File: src/pch_pkg.sv
// Package: constants and types for the per-channel histogram block.
package pch_pkg;
    localparam int NUM_CHANNELS = 64;
    localparam int MAX_BINS     = 256;
    localparam int SAMPLE_BITS  = 16;
    localparam int CH_W   = $clog2(NUM_CHANNELS);
    localparam int BIN_W  = $clog2(MAX_BINS);
    localparam int ADDR_W = CH_W + BIN_W;
    localparam int DEPTH  = NUM_CHANNELS * MAX_BINS;
    localparam int CNT_W  = 32;
    localparam int CFG_IDX_W = 2;
    localparam int CFG_DAT_W = 16;
    // Numerator width: (sample - min) * bins, bins up to 256.
    localparam int NUM_W  = 16 + 9;

    localparam logic [CFG_IDX_W-1:0] CFG_MIN  = 2'd0;
    localparam logic [CFG_IDX_W-1:0] CFG_MAX  = 2'd1;
    localparam logic [CFG_IDX_W-1:0] CFG_BINS = 2'd2;

    localparam logic FUNC_ACC  = 1'b0;
    localparam logic FUNC_READ = 1'b1;

    typedef enum logic [2:0] {
        ST_CLEAR, ST_IDLE, ST_DIV, ST_READ, ST_WRITE, ST_OUT
    } t_state;

    typedef struct packed {
        logic       func;
        logic [5:0] channel;
        logic [15:0] sample;
        logic [7:0] read_bin;
        logic       clear_max;
    } t_in;

    typedef struct packed {
        logic [7:0]  bin_index;
        logic [31:0] bin_count;
        logic [31:0] max_seen;
        logic        out_of_range;
    } t_out;
endpackage

File: src/pch_div.sv
// Restoring divider, one quotient bit per cycle.
module pch_div (
    input  logic                    i_clk,
    input  logic                    i_rst_n,
    input  logic                    i_start,
    input  logic [pch_pkg::NUM_W-1:0] i_num,
    input  logic [15:0]             i_den,
    output logic                    o_done,
    output logic [pch_pkg::NUM_W-1:0] o_quo,
    output logic                    o_exact
);
    import pch_pkg::*;
    localparam int CW = $clog2(NUM_W + 1);

    logic [NUM_W-1:0] r_quo;
    logic [16:0]      r_rem;
    logic [15:0]      r_den;
    logic [CW-1:0]    r_cnt;
    logic             r_busy;
    logic             r_done;
    logic [16:0]      w_trial;
    logic [16:0]      w_sub;

    assign w_trial = {r_rem[15:0], r_quo[NUM_W-1]};
    assign w_sub   = w_trial - {1'b0, r_den};

    // shift in one numerator bit, subtract when it fits
    always_ff @(posedge i_clk) begin
        if (!i_rst_n) begin
            r_busy <= 1'b0;
            r_done <= 1'b0;
            r_cnt  <= '0;
        end else begin
            r_done <= !i_start && r_busy && (r_cnt == CW'(1));
            if (i_start) begin
                r_busy <= 1'b1;
                r_cnt  <= CW'(NUM_W);
                r_quo  <= i_num;
                r_rem  <= '0;
                r_den  <= i_den;
            end else if (r_busy) begin
                if (!w_sub[16]) begin
                    r_rem <= w_sub;
                    r_quo <= {r_quo[NUM_W-2:0], 1'b1};
                end else begin
                    r_rem <= w_trial;
                    r_quo <= {r_quo[NUM_W-2:0], 1'b0};
                end
                r_cnt <= r_cnt - 1'b1;
                if (r_cnt == CW'(1)) r_busy <= 1'b0;
            end
        end
    end

    assign o_done  = r_done;
    assign o_quo   = r_quo;
    assign o_exact = (r_rem == '0);
endmodule

File: config.mk
export PLATFORM = sky130hd
export DESIGN_NAME = pch_div
export DESIGN_NICKNAME = d
export VERILOG_FILES = /design/src/pch_pkg.sv /design/src/pch_div.sv
export SDC_FILE = /design/constraint.sdc
export NUM_CORES = 1
export LEC_CHECK = 0
export BUFFER_PORTS_ARGS = -buffer_cell sky130_fd_sc_hd__clkbuf_2
export CORE_UTILIZATION = 37
export DETAILED_ROUTE_END_ITERATION = 10
export PLACE_DENSITY = 0.59
export SYNTH_ARGS = -nofsm -noshare
export SYNTH_HDL_FRONTEND = slang
export SYNTH_SLANG_ARGS = --single-unit
export TNS_END_PERCENT = 5
File: constraint.sdc
create_clock -name i_clk -period 2.85 [get_ports i_clk]
set_input_delay 0.57 -clock i_clk [delete_from_list [all_inputs] [get_ports i_clk]]
set_output_delay 0.57 -clock i_clk [all_outputs]
set_load 0.005 [all_outputs]
==> reports/metrics.cfg, run 1 <==
[worst_hold_path]
hold_start=i_den[3]
whs_endpoint=r_den[3]
holdPathStages=1
min_path_type=in -> reg

[clock_tree]
hold_buffers=0
ctsRootBufferMaster=clkbuf_8
cts_inserted_buffers=9
clk_latency_ns=0.34
post_cts_buffers=0
post_cts_resized=0
cts_sinks=65
cts.path.max_buffers=2
cts_tree=built
htree_levels=3
path_clk_slew_ns=0.08

[pwr]
powerDensity_nw_per_um2=599
p_total_mw=2.64
p_leak_nw=1.75
ir_drop_mv=0.326

[synthesis]
synth_most_common_cell=edfxtp_1
avgSynthCellArea_um2=11.1
yosys-top-cells-area=edfxtp_1 47%, mux2_2 7.3%, ha_1 6.1%
synth.cell_area_um2=3720
yosys.area.top_type=edfxtp_1
synth_fp_nets=399
synth_flop_cell=edfxtp_1
ys_ff_latch=65
yosysWarningCount=0
netlist.area_leader.share=0.469
synth_common_cells=58 x edfxtp_1, 35 x a21oi_1, 28 x o21ai_0
synth-edff-count=58
synthCells=336
synthArstFlopShare=0
synth_cell_type_count=50
seq_area_frac_synth=0.506

[die]
pin_count=71
initial_utilization=0.380
die_y_um=102
floorplan.die_area_um2=10400
core-area_um2=9770
num_rows=36
die_w_um=102

[grt]
grt_pass1_vias=2935
gr-total-overflow=0
antenna_found_initial=0
grt_pass1_wl_um=14200
grt_usage=0.179
grt_max_degree=44

[critical_path]
reg2reg_from=o_quo[24]
reg2reg_depth=9
worstPathRequired_ns=3.02
cp-end-kind=flip-flop
critical_path_class=reg -> reg
worstReg2RegEnd=r_rem[8]
path_max_fanout=7
rrSetupSlack_ns=0.21
worstPathArrival_ns=2.81
start_kind=flip-flop

[run_status]
status=completed

[drt]
postRouteAntennaNets=0
first_iter_violations=212
drt-vias-per-instance=5.27
drt_first_pass_iters=5
via_count=2880
wl_um=8570
route.detailed.drc=0
wl_per_cell_um=15.7

[final_layout]
layoutNonFillerInstCount=547
register_area_um2=1880
n_antenna_cell=0
drive_gt1_frac=0.307
synthToLayoutAreaGrowth_pct=18.5
final_nets=472
finish.utilization=0.450
nFillCells=927
multi_input_area_um2=1670

[place]
dp_hpwl_um=6280
gp_congestion=0.869
io_buffers=70
post-place-ws_ns=0.242
dp.cells=531

[sta]
max_freq_mhz=379
rsz0062_at_grt=false
tns_ns=0
relSlewSlack=0.615
setup_slack_ns=0.211
worstMarginPinSlew_ns=0.577
maxSlewViolCount=0
min_period_ns=2.64
setup_viol=0
hold_viol=0
min_period_over_period=0.926
fin_worst_skew_ns=0.0135

[run]
drv_cap=0

[final cells by class]
type / count / area share
multi-input cells: 231 / 0.380
clock buffers: 12 / 0.0307
clock inverters: 4 / 0.00995
flip-flops and latches: 65 / 0.428
well taps: 133 / 0.0378
repair buffers: 78 / 0.0932
inverters: 24 / 0.0205
[critical path: stages, from the launching register on]
cell and delay [ns]:
edfxtp_1 0.37, inv_1 0.05, ha_1 0.21, fa_1 0.39, nand2b_1 0.22, a21oi_2 0.18, o21ai_2 0.13, a21o_1 0.24
or4b_1 0.51, a21oi_1 0.17
[where the power goes]
group / leakage, nW / switching [mW] / internal, mW
sequential: 0.613 / 0.0534 / 1.14
clock: 0.0918 / 0.347 / 0.400
combinational: 1.05 / 0.404 / 0.293
[worst max-delay path by stage]
| stage | start | endpoint | slack [ns] | depth (start not counted) |
|---|---|---|---|---|
| 6_report | o_quo[24] | r_rem[8] | 0.21 | 9 |
| 5_1_grt | o_quo[24] | r_rem[8] | 0.03 | 9 |
| 4_1_cts | o_quo[24] | r_rem[8] | 0.19 | 9 |
| 3_5_place_dp | o_quo[24] | r_rem[8] | 0.24 | 9 |
| 3_3_place_gp | o_quo[24] | r_rem[8] | 0.34 | 9 |
| 2_1_floorplan | o_quo[24] | r_rem[7] | 0.47 | 9 |
[metrics by stage]
stage / area [um^2] / hold WS (ns)
2_1_floorplan: 3720 / 0.463
3_3_place_gp: 4220 / 0.487
3_5_place_dp: 4220 / 0.493
4_1_cts: 4400 / 0.383
5_1_grt: 4400 / 0.371
6_report: 4400 / 0.404
[sequential cells by signal (all words and copies together) (netlist names)]
name and flops:
r_cnt 5, r_den 16, o_done 1, r_busy 1, r_rem 17, o_quo 25
[cell usage in the layout, fill, tap and decap left out, types with 2 or more instances in the layout]
cell type / Yosys / layout
clkbuf_2: 0 / 70
xnor2_1: 2 / 2
nand4_1: 8 / 8
nand3b_1: 2 / 2
nand2_1: 18 / 18
mux2i_1: 2 / 2
o21ai_1: 2 / 2
xor2_1: 6 / 6
inv_1: 24 / 24
ha_1: 18 / 18
a211oi_1: 4 / 4
nor2_1: 8 / 8
a21oi_1: 35 / 35
nor4_1: 6 / 6
nand2b_1: 8 / 8
o22ai_1: 2 / 2
o21a_1: 4 / 3
dfxtp_1: 7 / 7
edfxtp_1: 58 / 58
clkbuf_8: 0 / 9
mux2_2: 24 / 24
o41a_1: 3 / 3
buf_4: 0 / 8
a21oi_2: 4 / 4
o21ai_0: 28 / 28
or3_1: 4 / 4
nand3_1: 7 / 7
clkbuf_1: 9 / 3
o211ai_1: 3 / 3
a211o_1: 2 / 2
a21o_1: 5 / 5
or4b_1: 3 / 3
nor3_1: 5 / 5
a32oi_1: 2 / 2
clkinv_2: 0 / 2
[kinds of logic (layout without fill, tap and decap cells)]
| logic type | count (synthesis) | in the layout | share of synthesized area |
|---|---|---|---|
| AO/OA/AOI/OAI | 101 | 101 | 0.172 |
| AND/OR/NAND/NOR | 77 | 77 | 0.115 |
| flip-flops | 65 | 65 | 0.506 |
| buffers and inverters | 40 | 118 | 0.0434 |
| multiplexers | 26 | 26 | 0.0781 |
| adder cells (fa/ha/maj) | 19 | 19 | 0.0660 |
| XOR/XNOR | 8 | 8 | 0.0189 |
[metal layers]
metal,track usage,part of all wire,vias up
li1,-,-,1418
met1,0.227,0.45,1373
met2,0.291,0.47,81
met3,0.0575,0.065,8
met4,0.0571,0.010,0
met5,0,0,-
Power figures use the tool's default switching activity.
==> inputs of run 2 (changes only) <==
--- a/config.mk
+++ b/config.mk
@@ -7,8 +7,9 @@
 export LEC_CHECK = 0
 export BUFFER_PORTS_ARGS = -buffer_cell sky130_fd_sc_hd__clkbuf_2
 export CORE_UTILIZATION = 37
+export CTS_CLUSTER_SIZE = 24
 export DETAILED_ROUTE_END_ITERATION = 10
-export PLACE_DENSITY = 0.59
+export PLACE_DENSITY = 0.54
 export SYNTH_ARGS = -nofsm -noshare
 export SYNTH_HDL_FRONTEND = slang
 export SYNTH_SLANG_ARGS = --single-unit
==> reports/metrics.cfg, run 2 (synthesis results as in run 1) <==
[grt]
gr-total-overflow=0
grt_pass1_vias=2831
antenna_found_initial=0
grt_usage=0.180
grt_pass1_wl_um=14200
grt_max_degree=51

[sta]
relSlewSlack=0.596
rsz0062_at_grt=false
hold_viol=0
fin_hold_ws_ns=0.397
tns_ns=0
max_freq_mhz=374
worstMarginPinSlew_ns=0.600
min_period_ns=2.68
min_period_over_period=0.939
setup_viol=0
fin_worst_skew_ns=0.00726
maxSlewViolCount=0

[die]
floorplan.die_area_um2=10400
pin_count=71
num_rows=36
die_w_um=102
die_y_um=102
initial_utilization=0.380
core-area_um2=9770

[critical_path]
crit_start=o_quo[24]
worstReg2RegEnd=r_rem[7]
start_kind=flip-flop
worstPathArrival_ns=2.86
critical_path_class=reg -> reg
reg2reg_depth=9
cp-end-kind=flip-flop
reg2reg_from=o_quo[24]
path_max_fanout=13
worstPathRequired_ns=3.04
rrSetupSlack_ns=0.17

[pwr]
powerDensity_nw_per_um2=586
p_leak_nw=1.75
p_total_mw=2.58
ir_drop_mv=0.300

[worst_hold_path]
whs_endpoint=r_den[2]
hold_start=i_den[2]
holdPathStages=1
min_path_type=in -> reg

[clock_tree]
cts.path.max_buffers=2
clk_latency_ns=0.34
cts_tree=built
path_clk_slew_ns=0.07
cts_sinks=65
htree_levels=3
post_cts_buffers=0
ctsRootBufferMaster=clkbuf_8
hold_buffers=0
cts_inserted_buffers=9

[place]
io_buffers=70
placed_area_um2=4240
gp_congestion=0.793
dp_hpwl_um=6030
dp.cells=530

[final_layout]
final_cell_mix=70 x clkbuf_2, 58 x edfxtp_1, 35 x a21oi_1, 28 x o21ai_0
layoutNonFillerInstCount=546
synthToLayoutAreaGrowth_pct=18.8
layout_commonest_cell=clkbuf_2
final_nets=471
n_antenna_cell=0
drive_gt1_frac=0.308
largest_reg_flops=25
finalInstanceArea_um2=4410
nFillCells=926

[run_status]
status=completed

[drt]
via_count=2884
wl_um=8350
drt_first_pass_iters=4
drt-vias-per-instance=5.28
route.detailed.drc=0
first_iter_violations=243
wl_per_cell_um=15.3
postRouteAntennaNets=0

[run]
drv_cap=0

## run 2: worst max path at each step
stage	to	slack [ns]	cells after the start
finish	r_rem[7]	0.17	9
detailed placement	r_rem[7]	0.21	9
CTS	r_rem[7]	0.17	9
global route	r_rem[8]	0.04	9
floorplan	r_rem[7]	0.47	9
global placement	r_rem[8]	0.26	9
## run 2: per-stage QoR
step	util	setup WS, ns
3_5_place_dp	0.434	0.215
2_1_floorplan	-	0.469
3_3_place_gp	0.434	0.260
5_1_grt	0.451	0.0378
4_1_cts	0.451	0.173
6_report	0.451	0.174
## run 2: what timing repair did
action                     in CTS  in global routing
hold endpoints to repair        0                  0
resized for setup               0                  1
setup endpoints to repair       0                  3
## run 2: routing by layer
| layer | vias to the layer above | wire length, um | share of wire | track usage |
|---|---|---|---|---|
| li1 | 1424 | - | - | - |
| met1 | 1357 | 3850 | 0.46 | 0.245 |
| met2 | 95 | 3730 | 0.45 | 0.267 |
| met3 | 8 | 637 | 0.076 | 0.0595 |
| met4 | 0 | 130 | 0.016 | 0.0637 |
| met5 | - | 0 | 0 | 0 |
## run 2: report_power, final
part | switching (mW) | leakage (nW) | total, mW | internal (mW)
Clock | 0.338 | 0.0877 | 0.702 | 0.364
Sequential | 0.0523 | 0.613 | 1.19 | 1.14
Combinational | 0.399 | 1.05 | 0.692 | 0.293
Total | 0.789 | 1.75 | 2.58 | 1.80
## run 2: critical path: stages (launching register included)
cell,delay [ns]
edfxtp_1,0.36
inv_1,0.05
ha_1,0.21
fa_1,0.39
nand2b_1,0.24
a21oi_2,0.17
o21ai_2,0.13
a21o_2,0.29
or4b_1,0.52
a21oi_1,0.17
## run 2: cell type report
class / instances / area, um^2 / share of cell area
clock buffers: 15 / 166 / 0.0377
flip-flops and latches: 65 / 1880 / 0.426
multi-input cells: 231 / 1680 / 0.380
well taps: 133 / 166 / 0.0377
inverters: 24 / 90.1 / 0.0204
clock inverters: 1 / 5.00 / 0.00113
repair buffers: 77 / 428 / 0.0970
==> inputs of run 3 (changes only) <==
--- a/config.mk
+++ b/config.mk
@@ -6,6 +6,7 @@
 export NUM_CORES = 1
 export LEC_CHECK = 0
 export BUFFER_PORTS_ARGS = -buffer_cell sky130_fd_sc_hd__clkbuf_2
+export CORE_ASPECT_RATIO = 1.4
 export CORE_UTILIZATION = 37
 export CTS_CLUSTER_SIZE = 24
 export DETAILED_ROUTE_END_ITERATION = 10
==> reports/metrics.cfg, run 3 (synthesis results as in run 1) <==
[drt]
wl_met2_um=4350
drt-vias-per-instance=5.37
drt_first_pass_iters=4
wl_um=8720
met3_wirelength_um=549
first_iter_violations=162
wl_per_cell_um=16.0
via_count=2926
route.detailed.drc=0
wl_met1_um=3670
postRouteAntennaNets=0
highest_layer=met4

[grt]
grt_usage=0.180
grt_pass1_wl_um=14200
grt_pass1_vias=2874
gr-total-overflow=0
grt_max_degree=43
antenna_found_initial=0

[critical_path]
cp-end-kind=flip-flop
crit_path_max_incr_delay_ns=0.53
critical_path_class=reg -> reg
path_max_fanout=13
worstPathRequired_ns=3.02
worstPathArrival_ns=2.85
critPathSlowestCell=or4b_1
start_kind=flip-flop
crit_chain=inv_1 -> ha_1 -> fa_1 -> nand2b_1 -> a21oi_2 -> o21ai_2 -> a21o_2 -> or4b_1 -> a21oi_1

[sta]
tns_ns=0
worstMarginPinSlew_ns=0.525
relSlewSlack=0.646
rsz0062_at_grt=false
fin_hold_ws_ns=0.422
setup_viol=0
hold_viol=0
fin_worst_skew_ns=0.00616
min_period_over_period=0.939
min_period_ns=2.67
maxSlewViolCount=0
max_freq_mhz=374

[clock_tree]
cts.path.max_buffers=2
path_clk_slew_ns=0.06
clk_latency_ns=0.32
cts_tree=built
cts_sinks=65
htree_levels=3
cts_inserted_buffers=9
post_cts_buffers=0
hold_buffers=0
post_cts_resized=0
ctsRootBufferMaster=clkbuf_16

[die]
num_rows=42
die_w_um=86.7
core-area_um2=9620
die_y_um=121
pin_count=71
initial_utilization=0.386
floorplan.die_area_um2=10500

[final_layout]
drive_gt1_frac=0.310
largest_reg_flops=25
n_antenna_cell=0
final_cell_mix=70 x clkbuf_2, 58 x edfxtp_1, 35 x a21oi_1, 28 x o21ai_0
final_nets=471
nFillCells=888
register_area_um2=1880
multi_input_area_um2=1680
synthToLayoutAreaGrowth_pct=22.2
layout_commonest_cell=clkbuf_2

[worst_hold_path]
min_path_type=in -> reg

[place]
gp_congestion=0.832
io_buffers=70
dp_hpwl_um=6340

[pwr]
ir_drop_mv=0.365
p_sw_uw=851
clkPwrFrac=0.379
comb_power_share=0.228
p_leak_nw=1.80
swShare=0.280
powerDensity_nw_per_um2=670
seqPwrFrac=0.393
internal-power_mw=2.19

[run_status]
status=completed

[run]
drv_cap=0

## run 3: cell count changes in the layout (fill, tap and decap cells not counted)
cell,previous run,this run
clkbuf_8,11,0
bufinv_16,0,2
clkinvlp_4,0,2
clkinv_1,0,2
buf_4,5,6
buf_12,2,1
clkbuf_16,0,9
clkbuf_1,4,1
clkinv_2,1,0
## run 3: final cells by class
| cell class | count | area share |
|---|---|---|
| flip-flops and latches | 65 | 0.415 |
| clock buffers | 10 | 0.0504 |
| multi-input cells | 231 | 0.369 |
| well taps | 132 | 0.0364 |
| repair buffers | 77 | 0.0915 |
| clock inverters | 6 | 0.0182 |
| inverters | 24 | 0.0198 |
## run 3: worst paths after layout
kind | from | endpoint | slack (ns) | depth (start not counted)
setup / recovery | o_quo[24] | r_rem[7] | 0.18 | 9
hold / removal | i_den[4] | r_den[4] | 0.42 | 1
setup reg to reg | o_quo[24] | r_rem[7] | 0.18 | 9
hold reg to reg | r_cnt[3] | o_done | 0.50 | 1
## run 3: power groups by stage
stage / Sequential [mW] / Combinational (mW) / Clock, mW
2_1_floorplan: 1.20 / 0.498 / 0
3_3_place_gp: 1.21 / 0.681 / 0
3_5_place_dp: 1.21 / 0.687 / 0
4_1_cts: 1.20 / 0.692 / 1.18
5_1_grt: 1.21 / 0.771 / 1.22
6_report: 1.20 / 0.693 / 1.15
## run 3: routing by layer
metal | vias to the layer above | global-route usage
met1 | 1399 | 0.215
met3 | 9 | 0.0457
met4 | 0 | 0.0844
li1 | 1419 | -
met5 | - | 0
met2 | 99 | 0.301
## run 3: metrics by stage
stage          std cells  utilization  total power, mW  area, um^2  setup slack, ns
6_report             545        0.472             3.04        4540            0.175
5_1_grt              545        0.472             3.19        4540           0.0446
4_1_cts              545        0.472             3.07        4540            0.151
3_5_place_dp         529        0.440             1.90        4230            0.174
3_3_place_gp         529        0.440             1.89        4230            0.260
2_1_floorplan        336            -             1.69        3720            0.469
## run 3: critical path, delay by kind of cell (launching register included)
family                     cells  cell delay [ns]
AOI/OAI and AO/OA              4             0.76
adders and majority gates      2             0.61
buffers and inverters          1             0.05
DFF                            1             0.36
and+or+nand+nor                2             0.75
